## src/hdl/tt800_random_word_generator_assert.svh

```systemverilog
// Assertion macros for the TT800 word generator.
// Used by the top level; expects i_clk and i_rst_n in scope.
`ifndef TT800_RANDOM_WORD_GENERATOR_ASSERT_SVH
`define TT800_RANDOM_WORD_GENERATOR_ASSERT_SVH

// Same-cycle implication, disabled during reset
`define TT800_ASSERT_NOW(label, ante, cons) \
    label: assert property (@(posedge i_clk) disable iff (!i_rst_n) (ante) |-> (cons)) \
        else $error("tt800 assertion failed");

// Next-cycle implication, disabled during reset
`define TT800_ASSERT_NEXT(label, ante, cons) \
    label: assert property (@(posedge i_clk) disable iff (!i_rst_n) (ante) |=> (cons)) \
        else $error("tt800 assertion failed");

`endif

```

## src/hdl/tt800_pkg.sv

```systemverilog
// Shared constants and helpers for the TT800 word generator.
// No dependencies.
package tt800_pkg;

    localparam int STATE_WORDS_DEF = 25;
    localparam int TAP_OFFSET_DEF  = 7;

    localparam int WORD_W = 32;
    localparam int SEED_W = 31;
    localparam int PM_A_W = 15;
    localparam int PROD_W = SEED_W + PM_A_W;

    // Park-Miller minimal standard: multiplier and modulus 2^31-1
    localparam logic [PM_A_W-1:0] PM_A = 15'd16807;
    localparam logic [SEED_W-1:0] PM_M = 31'h7fff_ffff;

    localparam logic [WORD_W-1:0] TWIST_XOR = 32'h8ebf_d028;
    localparam logic [WORD_W-1:0] TEMPER_B  = 32'h2b5b_2500;
    localparam logic [WORD_W-1:0] TEMPER_C  = 32'hdb8b_0000;

    // Input mode codes
    localparam logic MODE_DRAW   = 1'b0;
    localparam logic MODE_RESEED = 1'b1;

    // Output tempering of one ring word
    function automatic logic [WORD_W-1:0] temper(input logic [WORD_W-1:0] y_in);
        logic [WORD_W-1:0] y;
        y = y_in;
        y = y ^ ((y << 7) & TEMPER_B);
        y = y ^ ((y << 15) & TEMPER_C);
        y = y ^ (y >> 16);
        return y;
    endfunction

endpackage

```

## src/hdl/tt800_if.sv

```systemverilog
// Stream interfaces for the TT800 word generator: command in, word out.
// Depends on tt800_pkg for field widths.
interface tt800_in_if import tt800_pkg::*; ();
    logic              valid;
    logic              ready;
    logic              mode;
    logic [SEED_W-1:0] seed_value;

    modport source (output valid, mode, seed_value, input ready);
    modport sink   (input valid, mode, seed_value, output ready);
endinterface

interface tt800_out_if import tt800_pkg::*; ();
    logic              valid;
    logic              ready;
    logic [WORD_W-1:0] random_word;

    modport source (output valid, random_word, input ready);
    modport sink   (input valid, random_word, output ready);
endinterface

```

## src/hdl/tt800_ring.sv

```systemverilog
// State ring memory: one write port, two registered read ports.
// Per-entry valid bits make unwritten words read as zero. Uses tt800_pkg.
module tt800_ring import tt800_pkg::*; #(
    parameter int STATE_WORDS = STATE_WORDS_DEF,
    localparam int IDX_W = $clog2(STATE_WORDS)
) (
    input  logic              i_clk,
    input  logic              i_rst_n,
    input  logic              i_we,
    input  logic [IDX_W-1:0]  i_waddr,
    input  logic [WORD_W-1:0] i_wdata,
    input  logic [IDX_W-1:0]  i_raddr_a,
    input  logic [IDX_W-1:0]  i_raddr_b,
    output logic [WORD_W-1:0] o_rdata_a,
    output logic [WORD_W-1:0] o_rdata_b
);

    logic [WORD_W-1:0]      r_mem [STATE_WORDS];
    logic [STATE_WORDS-1:0] r_valid;
    logic [WORD_W-1:0]      r_rdata_a;
    logic [WORD_W-1:0]      r_rdata_b;
    logic                   r_rvalid_a;
    logic                   r_rvalid_b;

    // Write port
    always_ff @(posedge i_clk) begin
        if (i_we) begin
            r_mem[i_waddr] <= i_wdata;
        end
    end

    // Valid bits, cleared by reset
    always_ff @(posedge i_clk) begin
        if (!i_rst_n) begin
            r_valid <= '0;
        end else if (i_we) begin
            r_valid[i_waddr] <= 1'b1;
        end
    end

    // Registered reads
    always_ff @(posedge i_clk) begin
        r_rdata_a  <= r_mem[i_raddr_a];
        r_rdata_b  <= r_mem[i_raddr_b];
        r_rvalid_a <= r_valid[i_raddr_a];
        r_rvalid_b <= r_valid[i_raddr_b];
    end

    assign o_rdata_a = r_rvalid_a ? r_rdata_a : '0;
    assign o_rdata_b = r_rvalid_b ? r_rdata_b : '0;

endmodule

```

## src/hdl/tt800_random_word_generator.sv

```systemverilog
// TT800 twisted-GFSR word generator: top level with sequencer and Park-Miller unit.
// Depends on tt800_pkg, tt800_if, tt800_ring and the assertion macro header.
//
//  Channel | Dir | Payload                    | Transfer
//  i_in    | in  | mode, seed_value           | valid && ready
//  o_out   | out | random_word (draws only)   | valid && ready
//
// A draw passes through the ring's registered read port, then the twist/temper step in S_DRAW.
// In a reseed the shared multiply and modulus fold run once per ring word,
// in states S_MUL and S_FOLD.
// i_in.ready is high only while the sequencer is idle.
// A draw holds in its twist cycle while the output register is full and not taken.
// Reset clears the ring's valid bits at once; there is no clearing pass.
`include "tt800_random_word_generator_assert.svh"

module tt800_random_word_generator import tt800_pkg::*; #(
    parameter int STATE_WORDS = STATE_WORDS_DEF,
    parameter int TAP_OFFSET  = TAP_OFFSET_DEF
) (
    input  logic         i_clk,
    input  logic         i_rst_n,
    tt800_in_if.sink     i_in,
    tt800_out_if.source  o_out
);

    localparam int IDX_W = $clog2(STATE_WORDS);

    typedef enum logic [3:0] {
        S_IDLE = 4'b0001,
        S_DRAW = 4'b0010,
        S_MUL  = 4'b0100,
        S_FOLD = 4'b1000
    } t_state;

    t_state              r_state,  n_state;
    logic [IDX_W-1:0]    r_pos,    n_pos;
    logic [IDX_W-1:0]    r_cnt,    n_cnt;
    logic [SEED_W-1:0]   r_lcg,    n_lcg;
    logic [PROD_W-1:0]   r_prod;
    logic                r_out_valid, n_out_valid;
    logic [WORD_W-1:0]   r_out_word,  n_out_word;

    logic                in_xfer;
    logic                out_free;
    logic [IDX_W:0]      tap_sum;
    logic [IDX_W-1:0]    tap_idx;
    logic [IDX_W:0]      pos_sum;
    logic [IDX_W-1:0]    pos_inc;
    logic [WORD_W-1:0]   cur_word;
    logic [WORD_W-1:0]   tap_word;
    logic [WORD_W-1:0]   twist_word;
    logic [WORD_W-1:0]   fold_sum;
    logic [SEED_W-1:0]   fold_res;
    logic                ring_we;
    logic [IDX_W-1:0]    ring_waddr;
    logic [WORD_W-1:0]   ring_wdata;

    assign in_xfer    = i_in.valid && i_in.ready;
    assign out_free   = !r_out_valid || o_out.ready;
    assign i_in.ready = (r_state == S_IDLE);

    // Tap and next position, both modulo STATE_WORDS
    always_comb begin
        tap_sum = (IDX_W+1)'(r_pos) + (IDX_W+1)'(TAP_OFFSET);
        if (tap_sum >= (IDX_W+1)'(STATE_WORDS)) begin
            tap_sum = tap_sum - (IDX_W+1)'(STATE_WORDS);
        end
        tap_idx = tap_sum[IDX_W-1:0];
        pos_sum = (IDX_W+1)'(r_pos) + (IDX_W+1)'(1);
        if (pos_sum >= (IDX_W+1)'(STATE_WORDS)) begin
            pos_sum = '0;
        end
        pos_inc = pos_sum[IDX_W-1:0];
    end

    // Ring memory; reads are issued every cycle at the current position
    tt800_ring #(
        .STATE_WORDS (STATE_WORDS)
    ) u_ring (
        .i_clk     (i_clk),
        .i_rst_n   (i_rst_n),
        .i_we      (ring_we),
        .i_waddr   (ring_waddr),
        .i_wdata   (ring_wdata),
        .i_raddr_a (r_pos),
        .i_raddr_b (tap_idx),
        .o_rdata_a (cur_word),
        .o_rdata_b (tap_word)
    );

    // Twist of current word with the tap word
    assign twist_word = tap_word ^ (cur_word >> 1) ^ (cur_word[0] ? TWIST_XOR : '0);

    // Park-Miller fold: 16807*x mod (2^31-1) as hi + lo, one conditional subtract
    always_comb begin
        fold_sum = WORD_W'(r_prod[PROD_W-1:SEED_W]) + WORD_W'(r_prod[SEED_W-1:0]);
        if (fold_sum >= WORD_W'(PM_M)) begin
            fold_sum = fold_sum - WORD_W'(PM_M);
        end
        fold_res = fold_sum[SEED_W-1:0];
    end

    // Sequencer
    always_comb begin
        n_state     = r_state;
        n_pos       = r_pos;
        n_cnt       = r_cnt;
        n_lcg       = r_lcg;
        n_out_valid = r_out_valid;
        n_out_word  = r_out_word;
        ring_we     = 1'b0;
        ring_waddr  = r_pos;
        ring_wdata  = twist_word;
        if (r_out_valid && o_out.ready) begin
            n_out_valid = 1'b0;
        end
        unique case (r_state)
            S_IDLE: begin
                if (in_xfer) begin
                    if (i_in.mode == MODE_RESEED) begin
                        n_lcg   = i_in.seed_value;
                        n_cnt   = '0;
                        n_state = S_MUL;
                    end else begin
                        n_state = S_DRAW;
                    end
                end
            end
            S_DRAW: begin
                if (out_free) begin
                    ring_we     = 1'b1;
                    n_out_valid = 1'b1;
                    n_out_word  = temper(cur_word);
                    n_pos       = pos_inc;
                    n_state     = S_IDLE;
                end
            end
            S_MUL: begin
                n_state = S_FOLD;
            end
            S_FOLD: begin
                ring_we    = 1'b1;
                ring_waddr = r_cnt;
                ring_wdata = WORD_W'(fold_res);
                n_lcg      = fold_res;
                if (r_cnt == IDX_W'(STATE_WORDS - 1)) begin
                    n_pos   = '0;
                    n_state = S_IDLE;
                end else begin
                    n_cnt   = r_cnt + IDX_W'(1);
                    n_state = S_MUL;
                end
            end
            default: begin
                n_state = S_IDLE;
            end
        endcase
    end

    // Control registers
    always_ff @(posedge i_clk) begin
        if (!i_rst_n) begin
            r_state     <= S_IDLE;
            r_pos       <= '0;
            r_cnt       <= '0;
            r_lcg       <= '0;
            r_out_valid <= 1'b0;
        end else begin
            r_state     <= n_state;
            r_pos       <= n_pos;
            r_cnt       <= n_cnt;
            r_lcg       <= n_lcg;
            r_out_valid <= n_out_valid;
        end
    end

    // Payload registers: product and output word
    always_ff @(posedge i_clk) begin
        r_prod     <= PROD_W'(r_lcg) * PROD_W'(PM_A);
        r_out_word <= n_out_word;
    end

    assign o_out.valid       = r_out_valid;
    assign o_out.random_word = r_out_word;

    // Checks
    `TT800_ASSERT_NOW(a_pos_range, 1'b1, r_pos < IDX_W'(STATE_WORDS))
    `TT800_ASSERT_NEXT(a_draw_seq, in_xfer && (i_in.mode == MODE_DRAW), r_state == S_DRAW)
    `TT800_ASSERT_NOW(a_fill_range, r_state == S_FOLD, r_cnt < IDX_W'(STATE_WORDS))
    `TT800_ASSERT_NOW(a_out_src, $rose(r_out_valid), $past(r_state == S_DRAW))

endmodule
```

## src/flat_wrapper.sv

```systemverilog
// flat-port wrapper written by rule: the top's interface ports become plain ports
module tt800_random_word_generator_flat import tt800_pkg::*;
#(
    parameter int STATE_WORDS = STATE_WORDS_DEF,
    parameter int TAP_OFFSET  = TAP_OFFSET_DEF
)
  (i_clk, i_rst_n, i_in_valid, i_in_mode, i_in_seed_value, i_in_ready, o_out_valid, o_out_random_word, o_out_ready);
  tt800_in_if i_in_i ();
  tt800_out_if o_out_i ();
  input  logic i_clk;
  input  logic i_rst_n;
  input wire logic [$bits(i_in_i.valid)-1:0] i_in_valid;
  input wire logic [$bits(i_in_i.mode)-1:0] i_in_mode;
  input wire logic [$bits(i_in_i.seed_value)-1:0] i_in_seed_value;
  output wire logic [$bits(i_in_i.ready)-1:0] i_in_ready;
  output wire logic [$bits(o_out_i.valid)-1:0] o_out_valid;
  output wire logic [$bits(o_out_i.random_word)-1:0] o_out_random_word;
  input wire logic [$bits(o_out_i.ready)-1:0] o_out_ready;
  assign i_in_i.valid = i_in_valid;
  assign i_in_i.mode = i_in_mode;
  assign i_in_i.seed_value = i_in_seed_value;
  assign i_in_ready = i_in_i.ready;
  assign o_out_valid = o_out_i.valid;
  assign o_out_random_word = o_out_i.random_word;
  assign o_out_i.ready = o_out_ready;
  tt800_random_word_generator #(.STATE_WORDS(STATE_WORDS), .TAP_OFFSET(TAP_OFFSET)) u_core (.i_clk(i_clk), .i_rst_n(i_rst_n), .i_in(i_in_i), .o_out(o_out_i));
endmodule
```

## config.mk

```make
export PLATFORM = sky130hd
export DESIGN_NAME = tt800_random_word_generator_flat
export DESIGN_NICKNAME = d
export VERILOG_FILES = /design/src/hdl/tt800_pkg.sv /design/src/hdl/tt800_if.sv /design/src/hdl/tt800_ring.sv /design/src/hdl/tt800_random_word_generator.sv /design/src/flat_wrapper.sv
export VERILOG_INCLUDE_DIRS = /design/src /design/src/hdl
export SDC_FILE = /design/constraint.sdc
export NUM_CORES = 2
export LEC_CHECK = 0
export BUFFER_PORTS_ARGS = -buffer_cell sky130_fd_sc_hd__buf_2
export CORE_ASPECT_RATIO = 1.25
export CORE_MARGIN = 2
export CORE_UTILIZATION = 50
export CTS_CLUSTER_SIZE = 28
export DETAILED_ROUTE_END_ITERATION = 8
export HOLD_SLACK_MARGIN = 0.08
export PLACE_DENSITY_LB_ADDON = 0.3
export SYNTH_ARGS = -nofsm -noshare
export SYNTH_HDL_FRONTEND = slang
export SYNTH_SLANG_ARGS = --single-unit
```

## constraint.sdc

```tcl
create_clock -name i_clk -period 7.15 [get_ports i_clk]
set_input_delay 1.7875 -clock i_clk [delete_from_list [all_inputs] [get_ports i_clk]]
set_output_delay 1.7875 -clock i_clk [all_outputs]
set_load 0.05 [all_outputs]
```

# Word-level counts from Yosys, hierarchy flattened
# Memory sizes are Yosys's and may differ from the RTL's. A register that Yosys moved wholly into a read port is not among the register bits.
# Cells that the tools add are included.
word_totals:
  regBits: 151
  latch_bits: 0
  ram_bits: 800
  romBits: 0
  inputBits: 36
  out_inout_bits: 34
  word_cells: 89
  memories: 1
op_classes:
  n_addsub: 6
  multipliers: 1
  div: 0
  order_cmp: 7
  n_eq_ne: 10
  n_shift: 0
  muxes: 36
  bitwise_logic: 6
  n_reduce_logical: 12
mem_list:
  columns: ["memory", "depth", "width", "rd", "rd_clocked_by_memory_dff", "write_ports", "line", "source"]
  rows:
  - ["u_core.u_ring.r_mem", 25, 32, 2, 2, 1, "tt800_ring.sv:18", "logic [WORD_W-1:0] r_mem [STATE_WORDS];"]
op_table:
  columns: ["cell", "count"]
  rows:
  - ["32-bit 2-to-1 mux", 4]
  - ["31-bit 2-to-1 mux", 3]
  - ["32-bit XOR", 2]
  - ["31-bit one-hot mux with 2 select lines", 1]
  - ["31-bit by 15-bit multiplier with 46-bit output (second input constant)", 1]
  - ["5-bit 2-to-1 mux", 8]
  - ["15-bit by 31-bit adder with 32-bit output", 1]
  - ["32-bit by 31-bit greater-or-equal comparator with 1-bit output (second input constant)", 1]
  - ["32-bit by 16-bit XOR with 32-bit output", 1]
  - ["32-bit by 30-bit XOR with 32-bit output", 1]
  - ["32-bit by 31-bit XOR with 32-bit output", 1]
  - ["31-bit subtractor (second input constant)", 1]
  - ["25-bit OR", 1]
  - ["5-bit one-hot mux with 2 select lines", 2]
  - ["5-bit by 6-bit < comparator with 1-bit output (second input constant)", 3]
  - ["4-bit one-hot mux with 4 select lines", 1]
  - ["6-bit by 5-bit greater-or-equal comparator with 1-bit output (second input constant)", 2]
  - ["1-bit binary-select mux with 5-bit select", 2]
  - ["1-bit 2-to-1 mux", 9]
  - ["4-bit 2-to-1 mux", 2]
  - ["5-bit by 1-bit adder with 6-bit output (second input constant)", 1]
  - ["5-bit by 3-bit adder with 6-bit output (second input constant)", 1]
  - ["3-bit 2-to-1 mux", 2]
  - ["2-bit inequality test (second input constant)", 3]
  - ["other kinds (18)", 24]

# Depth between registers and ports, before layout
logic_depth:
  word_depth: 7
  depth_mapped: 23
  mapped_depth_nobuf: 23

# Hierarchy
# A second synthesis with hierarchy kept.
hier_totals:
  cells_unflattened: 3776
  hier_area_um2: 54995.2
modules_own_cells:
  columns: ["mod", "n_inst", "cells_per_inst", "area_per_inst_um2", "seq_area_each_um2"]
  rows:
  - ["tt800_ring", 1, 2094, 39880.7, 25844.8]
  - ["tt800_random_word_generator", 1, 1682, 15114.5, 2802.7]

# Worst setup path before layout
# No wires, ideal clock.
synth_path:
  path_kind: "register to register"
  start: "register u_core.r_lcg[25]"
  end: "register u_core.r_prod[37]"
  setup_ns: 0.123
  t_arrival_ns: 5.648
  t_required_ns: 7.027
  setup_slack_ns: 1.379
  path_stages_with_launch: 24
  n_path_buf: 0
  period_less_slack_ns: 5.771
  cell_sequence: "dfxtp_1 -> inv_1 -> fa_1 -> inv_1 -> ha_1 -> inv_1 -> fa_1 -> inv_1 -> fa_1 -> fa_1 -> inv_1 -> fa_1 -> inv_1 -> ha_1 -> a21o_1 -> a21oi_1 -> nor2b_1 -> o41a_1 -> a21o_1 -> a21o_1 -> a221o_1 -> a221oi_1 -> o21bai_1 -> xor2_1"
synth_between:
  elab_chain_len: 1
synth_lines:
  columns: ["element", "line", "source"]
  rows:
  - ["from (decl)", "tt800_random_word_generator.sv:38", "logic [SEED_W-1:0] r_lcg, n_lcg;"]
  - ["from (signal assigned)", "tt800_random_word_generator.sv:172", "r_lcg <= n_lcg;"]
  - ["31-bit by 15-bit multiplier with 46-bit output", "tt800_random_word_generator.sv:179", "r_prod <= PROD_W'(r_lcg) * PROD_W'(PM_A);"]
  - ["to (signal assigned)", "tt800_random_word_generator.sv:179", null]
  - ["to (decl)", "tt800_random_word_generator.sv:39", "logic [PROD_W-1:0] r_prod;"]
# Every way passes these cells.
# A chain may end at the register's enable or synchronous reset.

# Worst setup path after layout
layout_path:
  start: "register u_core.r_lcg[9]"
  end: "register u_core.r_prod[41]"
# Same word-level chain as after synthesis.

==> metrics.md <==
| Metric | Value |
|---|---|
| Clk pin slew, worst setup/hold paths | 60 ps |
| Yosys warning count | 0 |
| Setup tns final | 0 ps |
| Port bufs | 69 |
| CTS Buffer Depth | 3 |
| Worst Path Arrival | 7100 ps |
| Worst vdd ir | 230 µV |
| Switch Pwr | 6.27 mW |
| First-pass GRT wire length | 235 mm |
| Crit Path Category | register to register |
| Starting Density | 50.5% |
| Slew at the pin closest to its max-slew limit | 1290 ps |
| Slew Limit Headroom | 14.0% |
| Gate power share | 32.4% |
| Seq/Total Area, Yosys | 52.3% |
| Routed vias | 35892 |
| Chip height | 374 µm |
| WL/cell | 28.4 µm |
| Vias in the first global route | 36107 |
| Post-CTS Setup Bufs | 0 |
| Syn_nets | 4428 |
| Period utilization | 90.9% |
| Register Area | 0.0287 mm² |
| FF+latch count, synth | 1015 |
| Worst Path Required | 7740 ps |
| DRC viols | 0 |
| CTS H-tree depth | 3 |
| CTS Buf Count | 101 |
| EDFF count, synth | 832 |
| I/O pin total | 70 |
| Yosys top cell by area | edfxtp_1 |
| Setup WS post-layout | 648 ps |
| Share of layout cells above drive strength 1 | 19.4% |
| Routability congestion estimate | 0.912 |
| Largest cells by area after synthesis | edfxtp_1 (46%), mux4_2 (15%), dfxtp_1 (6.7%) |
| Max-Cap Viols | 0 |
| Worst-Skew Late Latency | 730 ps |
| Status | complete, no violations |
| Fillers | 8642 |
| Core region area | 0.108 mm² |
| Clk root buf | clkbuf_16 |
| Pre-Repair DR Iteration Count | 5 |
| Worst setup EP type | register |
| Placed inst area | 0.0571 mm² |
| Max Clock Freq | 0.154 GHz |
| Sequential share of power | 38.3% |
| Layout Nets | 4473 |
| RSZ-0062 raised after global routing | no |
| Netlist cell types | 94 |
| Mapped Cells | 4045 |
| Final instance area | 0.0605 mm² |
| Post-route minimum period | 6500 ps |
| Crit path launch type | register |
| Die ar. | 0.112 mm² |
| Post-CTS resize count | 0 |
| Clock group share of total power | 29.3% |
| Power Dens Cells | 304 mW/mm² |
| Final slew viol count | 0 |
| CTS Sinks | 1015 |
| CP max FO | 6 |
| Routed WL | 160 mm |
| Hold bufs inserted after CTS | 0 |
| Final hold vios | 0 |
| Clock Skew | 34.8 ps |
| Final setup violation count | 0 |
| Netlist Area Pre-Place | 0.0547 mm² |
| Yosys top cell area share | 45.6% |
| Num rows | 135 |
| Pre-CTS setup slack | 702 ps |
| Static Leak | 22.4 nW |
| Detail Route Antenna Nets | 0 |
| Grt ovf | 0 |
| Area growth syn-to-layout | 10.5% |
| Syn_area_per_cell | 13.5 µm² |
| Initial antenna violation count | 4 |
| Initial DRC Count | 4186 |
| Internal Power | 12.1 mW |
| Worst hold path type | register to register |
| Die width | 300 µm |
| Area of the multi-input gates | 0.0243 mm² |
| Ys async rst share | 0% |
| Vias per std cell | 6.39 |
| All-Layer GR Usage | 28.6% |
| Dominant synthesized flop cell | edfxtp_1 |
| TritonCTS clock tree | yes |
| Largest net degree at the start of global routing | 150 |
| Hpwl dp | 98.4 mm |
| Switching portion of total power | 34.1% |
==> layout make-up <==
class / instances / share of cell area (%)
well taps: 1438 / 2.97
inverters: 305 / 1.89
diodes: 2 / 0.00828
clock inverters: 53 / 0.916
repair buffers: 173 / 2.05
multi-input cells: 2494 / 40.2
clock buffers: 138 / 4.61
flip-flops and latches: 1015 / 47.4
==> Yosys cell counts (all sizes together), types with 53 or more instances <==
cell / number
edfxtp: 832
nand2: 580
o22ai: 83
o21ai: 109
mux4: 363
clkbuf: 150
fa: 134
nor2: 126
ha: 213
and3: 53
nand3: 97
xnor2: 95
buf: 81
dfxtp: 183
xor2: 63
a21oi: 94
inv: 304
==> final timing paths <==
check	start	to	slack, ps	cells past startpoint
worst max-delay path	u_core.r_lcg[9]	u_core.r_prod[41]	650	22
worst max register to register	u_core.r_lcg[9]	u_core.r_prod[41]	650	22
worst min register to register	u_core.u_ring.r_valid[6]	u_core.u_ring.r_valid[6]	490	1
worst min-delay path	u_core.u_ring.r_valid[6]	u_core.u_ring.r_valid[6]	490	1
==> placed cells by master, fill, tap and decap left out, types with 10 or more instances in the layout <==
cell type,count
a211oi_1,10
a21o_1,29
a21oi_1,92
a2bb2oi_1,11
a311oi_1,38
a31oi_1,11
and2_1,33
and3_1,50
buf_2,69
buf_4,95
clkbuf_1,26
clkbuf_16,102
clkbuf_8,10
clkinv_1,10
clkinv_2,21
dfxtp_1,176
edfxtp_1,832
fa_1,134
ha_1,212
inv_1,302
mux2_2,33
mux2i_1,37
mux4_2,363
nand2_1,578
nand2b_1,17
nand3_1,96
nand4_1,15
nor2_1,99
nor2_4,25
nor2b_1,14
nor3_1,22
o2111ai_1,34
o21a_1,32
o21ai_0,96
o22ai_1,83
xnor2_1,92
xor2_1,62
==> routing by layer <==
layer	vias to the layer above	part of all wire [%]	global-route usage (%)
met1	18154	36	35.7
met4	2	5.5	14.1
met5	-	0.0069	0
li1	15270	-	-
met3	454	9.2	5.30
met2	2012	49	47.9
==> cell families (layout without fill, tap and decap cells) <==
| logic type | Yosys count | in the layout | share of synthesized area [%] |
|---|---|---|---|
| AND/OR/NAND/NOR | 1000 | 1000 | 8.07 |
| other | 0 | 2 | 0 |
| XOR/XNOR | 158 | 158 | 2.54 |
| adder cells (fa/ha/maj) | 349 | 349 | 9.81 |
| multiplexers | 436 | 436 | 16.4 |
| buffers and inverters | 536 | 669 | 3.85 |
| flip-flops | 1015 | 1015 | 52.3 |
| AO/OA/AOI/OAI | 551 | 551 | 7.05 |
==> power groups by stage <==
stage                     Combinational, mW  Sequential (mW)  Clock [mW]
after global routing                   6.67             7.06        5.68
after global placement                 5.82             7.17           0
after floorplan                        4.32             7.03           0
final                                  5.95             7.05        5.38
after CTS                              5.96             7.05        5.43
after detailed placement               5.85             7.17           0
==> through the flow <==
step | cells | utilization [%] | hold WS (ps) | power [mW]
after floorplan | 4045 | - | 434 | 11.4
after global placement | 5425 | 52.7 | 462 | 13.0
after detailed placement | 5425 | 52.7 | 472 | 13.0
after CTS | 5616 | 55.8 | 486 | 18.4
after global routing | 5616 | 55.8 | 515 | 19.4
final | 5618 | 55.8 | 486 | 18.4
==> flip-flops by register name, summed over array words and instances, names as in the netlist, 4 cells and up <==
name and flops:
u_core.o_out.random_word 32, u_core.r_lcg 31, u_core.u_ring.r_rdata_b 32, u_core.u_ring.r_valid 25, u_core.u_ring.r_rdata_a 32, u_core.r_prod 46, u_core.r_cnt 5, u_core.r_state 4
u_core.u_ring.r_mem 800, u_core.r_pos 5
==> critical path: stages, from the launching register on <==
cell      delay [ps]
dfxtp_1          460
inv_1            170
fa_1             560
inv_1             40
ha_1             270
inv_1             50
fa_1             510
inv_1             40
ha_1             270
fa_1             490
inv_1             50
fa_1             480
inv_1             50
ha_1             320
a21oi_1          230
o221ai_1         180
a31o_2           270
a311oi_1         590
a21oi_1          340
a221o_1          440
a31oi_1          330
nand3_1          110
o311ai_0         130
Power figures use the tool's default switching activity.
